<file path="src/hdl/wfs_pkg.sv">
package wfs_pkg;

    localparam int WFS_MAX_WP_DEF  = 64;
    localparam int WFS_CORDIC_DEF  = 14;
    localparam int ATAN_LEN        = 20;
    localparam int ANG_PI          = 12868;

    localparam int CFG_IDX_W  = 3;
    localparam int CFG_DATA_W = 16;

    localparam logic [CFG_IDX_W-1:0] CFG_DIST_THR = 3'd0;
    localparam logic [CFG_IDX_W-1:0] CFG_HEAD_THR = 3'd1;
    localparam logic [CFG_IDX_W-1:0] CFG_TURN     = 3'd2;
    localparam logic [CFG_IDX_W-1:0] CFG_SPEED    = 3'd3;
    localparam logic [CFG_IDX_W-1:0] CFG_GAIN     = 3'd4;

    localparam logic [14:0] RST_DIST_THR = 15'd31;
    localparam logic [13:0] RST_HEAD_THR = 14'd205;
    localparam logic [14:0] RST_TURN     = 15'd8192;
    localparam logic [14:0] RST_SPEED    = 15'd12288;
    localparam logic [15:0] RST_GAIN     = 16'd2560;

    typedef enum logic [1:0] {
        MODE_APPEND = 2'd0,
        MODE_ODOM   = 2'd1,
        MODE_CLEAR  = 2'd2,
        MODE_NOP    = 2'd3
    } t_mode;

    typedef enum logic [1:0] {
        RES_ZERO = 2'd0,
        RES_OVF  = 2'd1,
        RES_CALC = 2'd2
    } t_res;

    typedef enum logic [3:0] {
        ST_IDLE,
        ST_DISPATCH,
        ST_RD,
        ST_DX,
        ST_SQ,
        ST_CMP,
        ST_NEXT,
        ST_CORDIC,
        ST_ERR,
        ST_MUL,
        ST_RND,
        ST_FINISH
    } t_state;

    typedef struct packed {
        logic load_in;
        logic append;
        logic clear;
        logic ram_rd;
        logic calc_d;
        logic calc_sq;
        logic adv;
        logic cordic_init;
        logic cordic_step;
        logic calc_err;
        logic calc_mul;
        logic calc_rnd;
        logic out_load;
        t_res res;
    } t_cmd;

    typedef struct packed {
        t_mode mode;
        logic  have_wp;
        logic  full;
        logic  near;
        logic  iter_last;
    } t_status;

    function automatic logic signed [16:0] atan_of(logic [4:0] i);
        logic signed [16:0] v;
        case (i)
            5'd0:    v = 17'sd3217;
            5'd1:    v = 17'sd1899;
            5'd2:    v = 17'sd1003;
            5'd3:    v = 17'sd509;
            5'd4:    v = 17'sd256;
            5'd5:    v = 17'sd128;
            5'd6:    v = 17'sd64;
            5'd7:    v = 17'sd32;
            5'd8:    v = 17'sd16;
            5'd9:    v = 17'sd8;
            5'd10:   v = 17'sd4;
            5'd11:   v = 17'sd2;
            5'd12:   v = 17'sd1;
            default: v = 17'sd0;
        endcase
        return v;
    endfunction

endpackage

</file>
<file path="src/hdl/wfs_ctrl.sv">
module wfs_ctrl
    import wfs_pkg::*;
(
    input  logic    i_clk,
    input  logic    i_rst_n,
    input  logic    i_in_valid,
    output logic    o_in_stall,
    output logic    o_out_valid,
    input  logic    i_out_stall,
    input  t_status i_status,
    output t_cmd    o_cmd
);

    t_state r_state, n_state;
    logic   r_out_valid, n_out_valid;
    t_res   r_res, n_res;

    always_ff @(posedge i_clk) begin
        if (!i_rst_n) begin
            r_state     <= ST_IDLE;
            r_out_valid <= 1'b0;
            r_res       <= RES_ZERO;
        end else begin
            r_state     <= n_state;
            r_out_valid <= n_out_valid;
            r_res       <= n_res;
        end
    end

    always_comb begin
        n_state     = r_state;
        n_res       = r_res;
        n_out_valid = r_out_valid && i_out_stall;
        o_cmd       = '0;
        o_cmd.res   = r_res;
        case (r_state)
            ST_IDLE: begin
                if (i_in_valid) begin
                    o_cmd.load_in = 1'b1;
                    n_state = ST_DISPATCH;
                end
            end
            ST_DISPATCH: begin
                n_res   = RES_ZERO;
                n_state = ST_FINISH;
                case (i_status.mode)
                    MODE_APPEND: begin
                        if (i_status.full) begin
                            n_res = RES_OVF;
                        end else begin
                            o_cmd.append = 1'b1;
                        end
                    end
                    MODE_CLEAR: o_cmd.clear = 1'b1;
                    MODE_ODOM: begin
                        if (i_status.have_wp) begin
                            n_state = ST_RD;
                        end
                    end
                    default: ;
                endcase
            end
            ST_RD: begin
                o_cmd.ram_rd = 1'b1;
                n_state = ST_DX;
            end
            ST_DX: begin
                o_cmd.calc_d = 1'b1;
                n_state = ST_SQ;
            end
            ST_SQ: begin
                o_cmd.calc_sq = 1'b1;
                n_state = ST_CMP;
            end
            ST_CMP: begin
                if (i_status.near) begin
                    o_cmd.adv = 1'b1;
                    n_state = ST_NEXT;
                end else begin
                    o_cmd.cordic_init = 1'b1;
                    n_state = ST_CORDIC;
                end
            end
            ST_NEXT: begin
                n_state = i_status.have_wp ? ST_RD : ST_FINISH;
            end
            ST_CORDIC: begin
                o_cmd.cordic_step = 1'b1;
                if (i_status.iter_last) begin
                    n_state = ST_ERR;
                end
            end
            ST_ERR: begin
                o_cmd.calc_err = 1'b1;
                n_state = ST_MUL;
            end
            ST_MUL: begin
                o_cmd.calc_mul = 1'b1;
                n_state = ST_RND;
            end
            ST_RND: begin
                o_cmd.calc_rnd = 1'b1;
                n_res   = RES_CALC;
                n_state = ST_FINISH;
            end
            ST_FINISH: begin
                if (!r_out_valid || !i_out_stall) begin
                    o_cmd.out_load = 1'b1;
                    n_out_valid = 1'b1;
                    n_state = ST_IDLE;
                end
            end
            default: n_state = ST_IDLE;
        endcase
    end

    assign o_in_stall  = (r_state != ST_IDLE);
    assign o_out_valid = r_out_valid;

endmodule

</file>
<file path="config.mk">
export PLATFORM = sky130hd
export DESIGN_NAME = wfs_ctrl
export DESIGN_NICKNAME = d
export VERILOG_FILES = /design/src/hdl/wfs_pkg.sv /design/src/hdl/wfs_ctrl.sv
export SDC_FILE = /design/constraint.sdc
export NUM_CORES = 1
export LEC_CHECK = 0
export BUFFER_PORTS_ARGS = -buffer_cell sky130_fd_sc_hd__buf_4
export CAP_MARGIN = 10
export CORE_MARGIN = 2
export CORE_UTILIZATION = 30
export DETAILED_ROUTE_END_ITERATION = 10
export GPL_TIMING_DRIVEN = 0
export PLACE_DENSITY = 0.67
export SLEW_MARGIN = 15
export SYNTH_ARGS = -nofsm -noshare
export SYNTH_HDL_FRONTEND = slang
export SYNTH_SLANG_ARGS = --single-unit
</file>
<file path="constraint.sdc">
create_clock -name i_clk -period 1.1 [get_ports i_clk]
set_input_delay 0.11 -clock i_clk [delete_from_list [all_inputs] [get_ports i_clk]]
set_output_delay 0.11 -clock i_clk [all_outputs]
set_load 0.02 [all_outputs]
</file>
After elaboration in Yosys (flattened, before gate mapping)
Cells that the tools add are included.
{"block": "totals", "word_cells": 58, "reg_bits": 7, "input_bits": 10}
{"block": "classes", "n_mux": 30, "eq_ne": 16, "n_reduce_logical": 9}
{"op": "one-hot mux 4 bit (12 select lines)", "count": 1}
{"op": "2-to-1 mux 1 bit", "count": 20}
{"op": "2-to-1 mux 4 bit", "count": 5}
{"op": "equality test 4 x 3 -> 1 bit, second input constant", "count": 4}
{"op": "equality test 4 bit, second input constant", "count": 4}
{"op": "equality test 4 x 2 -> 1 bit, second input constant", "count": 2}
{"op": "2-to-1 mux 2 bit", "count": 3}
{"op": "!= test 2 bit, second input constant", "count": 3}
{"op": "equality test 4 x 1 -> 1 bit, second input constant", "count": 1}
{"op": "logical NOT 4 bit", "count": 1}
{"op": "one-hot mux 2 bit (2 select lines)", "count": 1}
{"op": "nonzero test 4 bit", "count": 1}
{"op": "AND reduction 3 bit", "count": 1}
{"op": "equality test 2 x 1 -> 1 bit, second input constant", "count": 1}
{"op": "equality test 2 bit, second input constant", "count": 1}
{"op": "logical NOT 1 bit", "count": 2}
{"op": "logical NOT 2 bit", "count": 1}
{"op": "nonzero test 2 bit", "count": 1}
{"op": "logical AND 1 bit", "count": 1}
{"op": "logical OR 1 bit", "count": 1}

Longest topological paths before layout
Gate-level depths: netlist of run 1.
{"block": "logic_depth", "word_depth": 4, "mapped_depth": 5, "ltp_nobuf": 4}

Least setup slack after synthesis of run 1
Ideal clock, no wire load.
{"block": "synth_path", "path_type": "reg2out", "start": "register r_state[0]", "end": "output port o_cmd[13] in the netlist's numbering", "arrival_ps": 1357, "t_required_ps": 990, "slack_ps": -367, "path_stages_with_launch": 5, "cell_sequence": "dfxtp_1 -> buf_4 -> and2b_4 -> nand2_1 -> nor4_1"}
{"item": "start, declared", "line_no": "wfs_ctrl.sv:14", "text": "t_state r_state, n_state;"}
{"item": "start signal, assigned", "line_no": "wfs_ctrl.sv:24", "text": "r_state <= n_state;"}
{"item": "end, declared", "line_no": "wfs_ctrl.sv:11", "text": "output t_cmd o_cmd"}

==> results.sh, run 1 <==
export IMPL_pwr_share_clk_pct=6.5
export IMPL_initial_core_util_pct=32.0
export IMPL_synth_distinct_cells=36
export IMPL_comb_power_share_pct=80.1
export IMPL_violations="negative setup slack"
export IMPL_clockRootBuffer="clkbuf_4"
export IMPL_drive_gt1_share_pct=71.2
export IMPL_pwr_share_seq_pct=13.4
export IMPL_first_global_vias=766
export IMPL_p_total_mw=3.59
export IMPL_min_period_ps=1490
export IMPL_synth_edf_count=0
export IMPL_rsz0062_at_grt="yes"
export IMPL_fin_util_pct=73.8
export IMPL_finalCritPeriodShare_pct=136
export IMPL_h_tree_depth=1
export IMPL_cp_end_kind="primary output"
export IMPL_vias=782
export IMPL_critical_path_class="reg -> out"
export IMPL_crit_required_ps=990
export IMPL_fin_nets=136
export IMPL_clockBufferDepth=2
export IMPL_synth_commonest_cells="dfxtp_1 (7), nand2_1 (7), nor2_1 (5)"
export IMPL_initialDrtViolationCount=13
export IMPL_hold_buffers=0
export IMPL_cts_buffers=3
export IMPL_grt_overflow=0
export IMPL_syn_inst=72
export IMPL_wirelength_microns=2280
export IMPL_place_inst=123
export IMPL_status="complete, but fails checks"
export IMPL_cap_violations=0
export IMPL_wl_per_cell_microns=15.2
export IMPL_ys_flop_type="dfxtp_1"
export IMPL_cts_clk_slew_worst_paths_ps=50
export IMPL_core_sq_mm=0.00175
export IMPL_area_growth_pct=130
export IMPL_ys_ff_latch=7
export IMPL_switching_share_pct=44.5
export IMPL_synth_fp_nets=82
export IMPL_viasPerCell=5.21
export IMPL_n_antenna_cell=0
export IMPL_synth_top_cell_area_share_pct=25.1
export IMPL_synth_seq_area_share_pct=25.1
export IMPL_skew_ps=0.813
export IMPL_power_switching_mw=1.60
export IMPL_crit_path_start_kind="flip-flop"
export IMPL_drcViolationCount=0
export IMPL_drv_slew=0
export IMPL_startpoint="r_state[1]"
export IMPL_yosys_area_top_type="dfxtp_1"
export IMPL_worst_path_max_fanout=4
export IMPL_dieArea_sq_mm=0.00223
export IMPL_grt_first_pass_wirelength_microns=3420
export IMPL_dp_hpwl_microns=1250
export IMPL_final_setup_worst_slack_ps=-391
export IMPL_fmax_mhz=671
export IMPL_rr_startpoint="r_state[2]"
export IMPL_cts_sinks=7
export IMPL_tritoncts="done"
export IMPL_setup_tns_ps=-5150
export IMPL_hold_start="i_rst_n"
export IMPL_p_leak_nw=0.560
export IMPL_synth_area_per_cell_sq_um=7.77
export IMPL_fp_row_count=15
export IMPL_grt_max_degree=11
export IMPL_hp_class="in -> reg"
export IMPL_synthArstFlopShare_pct=0
export IMPL_fin_cells=150
export IMPL_peakVddDrop_mv=1.54
export IMPL_hold_viol_final=0
export IMPL_io_buffers=26
export IMPL_drtAntennaViolNets=0
export IMPL_syn_area_sq_um=559
export IMPL_slew_limit_headroom_pct=67.3
export IMPL_gp_congestion=0.788
export IMPL_die_w_microns=47.2
export IMPL_synthTopCellsByArea="dfxtp_1 (25%), nand2_1 (4.7%), nand4b_4 (4.3%), a21oi_1 (3.6%), and3_1 (3.4%)"
export IMPL_grt_use_total_pct=22.0
export IMPL_worstMarginPinSlew_ps=490
export IMPL_worstSkewPairLatency_ps=250
export IMPL_antenna_found_initial=0
export IMPL_p_per_area_mw_per_mm2=2790
export IMPL_ys_warnings_count=0
export IMPL_fill_cells=132
export IMPL_drt_first_pass_iters=4
export IMPL_setup_viol=19
export IMPL_p_int_mw=1.99
export IMPL_worstPathArrival_ps=1380
export IMPL_die_h_microns=47.2
export IMPL_num_io_pins=27
-- metrics by stage --
stage               hold WS (ps)  worst slack [ps]  area, sq um
detailed placement           398              -242          873
global placement             398              -214          873
finish                       139              -391         1290
global route                 150              -448         1290
floorplan                    247             -58.7          647
CTS                          139              -356         1230
-- path summary, 6_finish.rpt --
check | end | slack (ps) | cells after the start
worst max-delay path | o_cmd[3] | -390 | 4
worst min-delay path | r_state[0] | 140 | 3
worst max register to register | r_state[0] | -340 | 4
worst min register to register | r_res[0] | 470 | 2
-- layout make-up --
cell class	instances	area [sq um]	share of cell area, %
buffer	5	60.1	4.66
clock buffer	4	26.3	2.04
inverter	4	23.8	1.85
multi-input combinational	55	527	40.9
sequential	7	153	11.9
tap	25	31.3	2.43
timing repair buffer	50	467	36.2
-- power by group through the flow --
stage                     sequential, mW  combinational, mW  clock, mW
after CTS                          0.467               2.59      0.238
after detailed placement           0.416               1.61          0
after global placement             0.413               1.60          0
after floorplan                    0.412               1.18          0
after global routing               0.484               3.03      0.256
final                              0.480               2.88      0.234
-- per-layer routing --
| layer | vias to the layer above | GRT usage, % | wire (microns) |
|---|---|---|---|
| li1 | 377 | - | - |
| met1 | 368 | 25.3 | 942 |
| met2 | 33 | 39.7 | 1150 |
| met3 | 4 | 5.77 | 145 |
| met4 | 0 | 6.67 | 42 |
| met5 | - | 0 | 0 |
-- what timing repair did --
action / 4_1_cts / 5_1_grt
pin swaps: 16 / 11
gates resized for setup: 44 / 14
endpoints found under the setup margin: 20 / 20
setup buffers: 23 / 4
-- worst max-delay path, stage by stage (launching register included) --
cell	delay [ps]
dfxtp_4	380
clkinvlp_4	150
nor4b_4	340
buf_4	160
buf_6	100
-- cell usage in the layout (no fill, tap or decap), drive strengths merged --
cell / synthesis / routed
a211o: 1 / 1
clkbuf: 0 / 4
o221ai: 1 / 1
o32ai: 1 / 1
and4: 1 / 1
nor4: 3 / 3
nor2b: 1 / 1
nand4b: 1 / 1
nand2: 7 / 7
o22ai: 1 / 1
nor3b: 1 / 1
a31o: 1 / 1
nand2b: 2 / 2
inv: 4 / 3
buf: 6 / 55
nor2: 7 / 7
and3: 3 / 3
nor3: 1 / 1
o211ai: 2 / 2
a222oi: 1 / 1
clkinvlp: 0 / 1
nor4b: 1 / 1
a211oi: 1 / 1
o21ai: 4 / 4
a2111oi: 1 / 1
a21oi: 4 / 4
nand3: 2 / 2
nand3b: 1 / 1
and2b: 1 / 1
dfxtp: 7 / 7
and4bb: 1 / 1
a21o: 1 / 1
nand4: 1 / 1
and2: 2 / 2
-- cells by family after synthesis --
| group | after synthesis | share of synthesized area, % |
|---|---|---|
| AOI/OAI and AO/OA | 19 | 23.3 |
| DFF | 7 | 25.1 |
| buffers and inverters | 10 | 10.1 |
| and+or+nand+nor | 36 | 41.6 |
-- registers in the layout, indices dropped and copies added, names as in the netlist --
signal,flops
r_res,2
r_state,4
o_out_valid,1
Note: power is estimated with default switching activity, not from simulation.
==> run 2: changes to the inputs <==
--- a/config.mk
+++ b/config.mk
@@ -7,8 +7,8 @@
 export LEC_CHECK = 0
 export BUFFER_PORTS_ARGS = -buffer_cell sky130_fd_sc_hd__buf_4
 export CAP_MARGIN = 10
-export CORE_MARGIN = 2
 export CORE_UTILIZATION = 30
+export CTS_BUF_LIST = sky130_fd_sc_hd__clkbuf_4
 export DETAILED_ROUTE_END_ITERATION = 10
 export GPL_TIMING_DRIVEN = 0
 export PLACE_DENSITY = 0.67
==> results.sh, run 2 (same netlist as run 1, synthesis figures left out) <==
export IMPL_status="complete, but fails checks"
export IMPL_violations="negative setup slack"
export IMPL_crit_required_ps=990
export IMPL_dieArea_sq_mm=0.00204
export IMPL_hp_class="in -> reg"
export IMPL_p_per_area_mw_per_mm2=2820
export IMPL_cts_clk_slew_worst_paths_ps=50
export IMPL_finalCritPeriodShare_pct=131
export IMPL_cap_violations=0
export IMPL_drcViolationCount=0
export IMPL_setup_viol=20
export IMPL_clockBufferDepth=2
export IMPL_grt_max_degree=11
export IMPL_die_w_microns=45.2
export IMPL_tritoncts="done"
export IMPL_p_leak_nw=0.548
export IMPL_final_common_cell="buf_4"
export IMPL_first_global_vias=700
export IMPL_fmax_mhz=695
export IMPL_grt_use_total_pct=21.9
export IMPL_initialDrtViolationCount=20
export IMPL_crit_path_start_kind="flip-flop"
export IMPL_dp_hpwl_microns=1210
export IMPL_io_buffers=26
export IMPL_cp_end_kind="primary output"
export IMPL_viasPerCell=5.27
export IMPL_area_growth_pct=119
export IMPL_worstPathArrival_ps=1330
export IMPL_clockRootBuffer="clkbuf_4"
export IMPL_fp_row_count=15
export IMPL_cts_sinks=7
export IMPL_slew_limit_headroom_pct=73.9
export IMPL_core_sq_mm=0.00175
export IMPL_regMostFlops="r_state"
export IMPL_crit_path_cell_trace="buf_6 > and2b_4 > nand2_4 > nor3b_4 > buf_6"
export IMPL_wirelength_microns=2200
export IMPL_grt_overflow=0
export IMPL_worstMarginPinSlew_ps=391
export IMPL_min_period_ps=1440
export IMPL_grt_first_pass_wirelength_microns=3220
export IMPL_post_place_ws_ps=-249
export IMPL_rsz0062_at_grt="yes"
export IMPL_skew_ps=6.11
export IMPL_place_inst=123
export IMPL_slowest_stage="dfxtp_2"
export IMPL_num_io_pins=27
export IMPL_p_total_mw=3.46
export IMPL_hold_viol_final=0
export IMPL_h_tree_depth=1
export IMPL_gp_congestion=0.712
export IMPL_vias=775
export IMPL_die_h_microns=45.2
export IMPL_drtAntennaViolNets=0
export IMPL_critical_path_class="reg -> out"
export IMPL_largest_reg_flops=4
export IMPL_final_setup_worst_slack_ps=-339
export IMPL_final_cell_mix="buf_4 (32), buf_6 (19), clkbuf_4 (4)"
export IMPL_crit_path_max_incr_delay_ps=330
export IMPL_drt_first_pass_iters=6
export IMPL_drv_slew=0
export IMPL_cts_buffers=3
export IMPL_fin_nets=133
export IMPL_worst_path_max_fanout=8
export IMPL_initial_core_util_pct=32.0
export IMPL_fin_cells=147
export IMPL_antenna_found_initial=0
export IMPL_peakVddDrop_mv=1.35
export IMPL_worstSkewPairLatency_ps=250
export IMPL_crit_top_cell="buf_6"
export IMPL_wl_per_cell_microns=14.9
export IMPL_drive_gt1_share_pct=71.3
export IMPL_n_antenna_cell=0
export IMPL_setup_tns_ps=-4750
-- run 2: final cells by class --
class	instances	area, sq um
plain buffers	5	52.6
clock buffers	4	30.0
fillers	149	518
inverters	4	21.3
multi-input cells	55	518
flip-flops and latches	7	153
well taps	25	31.3
repair buffers	47	422
-- run 2: path summary, 6_finish.rpt --
path | from | end | slack (ps) | depth (start not counted)
worst max register to register | r_state[0] | r_state[0] | -330 | 7
worst min register to register | r_res[0] | r_res[0] | 480 | 2
worst min-delay path | i_rst_n | r_state[0] | 140 | 3
worst max-delay path | r_state[0] | o_cmd[12] | -340 | 5
-- run 2: metrics by stage --
step | hold WS, ps | util [%] | instance area, sq um
after floorplan | 247 | - | 647
after global placement | 383 | 50.0 | 873
after detailed placement | 392 | 50.0 | 873
after CTS | 135 | 67.5 | 1180
after global routing | 137 | 70.3 | 1230
final | 139 | 70.3 | 1230
-- run 2: report_power, final --
part | internal (mW) | switching [mW] | leakage, nW
Combinational | 1.38 | 1.33 | 0.470
Sequential | 0.366 | 0.124 | 0.0595
Clock | 0.163 | 0.0982 | 0.0184
-- run 2: layer usage --
metal | wire length (microns) | part of all wire (%) | GRT usage [%] | vias to the layer above
li1 | - | - | - | 373
met1 | 850 | 39 | 26.2 | 355
met2 | 1180 | 54 | 39.1 | 41
met3 | 145 | 6.6 | 4.40 | 6
met4 | 25 | 1.1 | 6.06 | 0
met5 | 0 | 0 | 0 | -
-- run 2: timing repair --
action / 4_1_cts / 5_1_grt
resized for setup: 38 / 9
endpoints found under the setup margin: 19 / 20
gates cloned: 1 / 0
setup buffers: 17 / 3
hold buffers: 0 / 0
pin swaps: 13 / 8
-- run 2: worst max-delay path, delay by kind of cell, from the launching register on --
kind	cells	cell delay (ps)
buffers and inverters	2	280
and+or+nand+nor	3	470
DFF	1	330
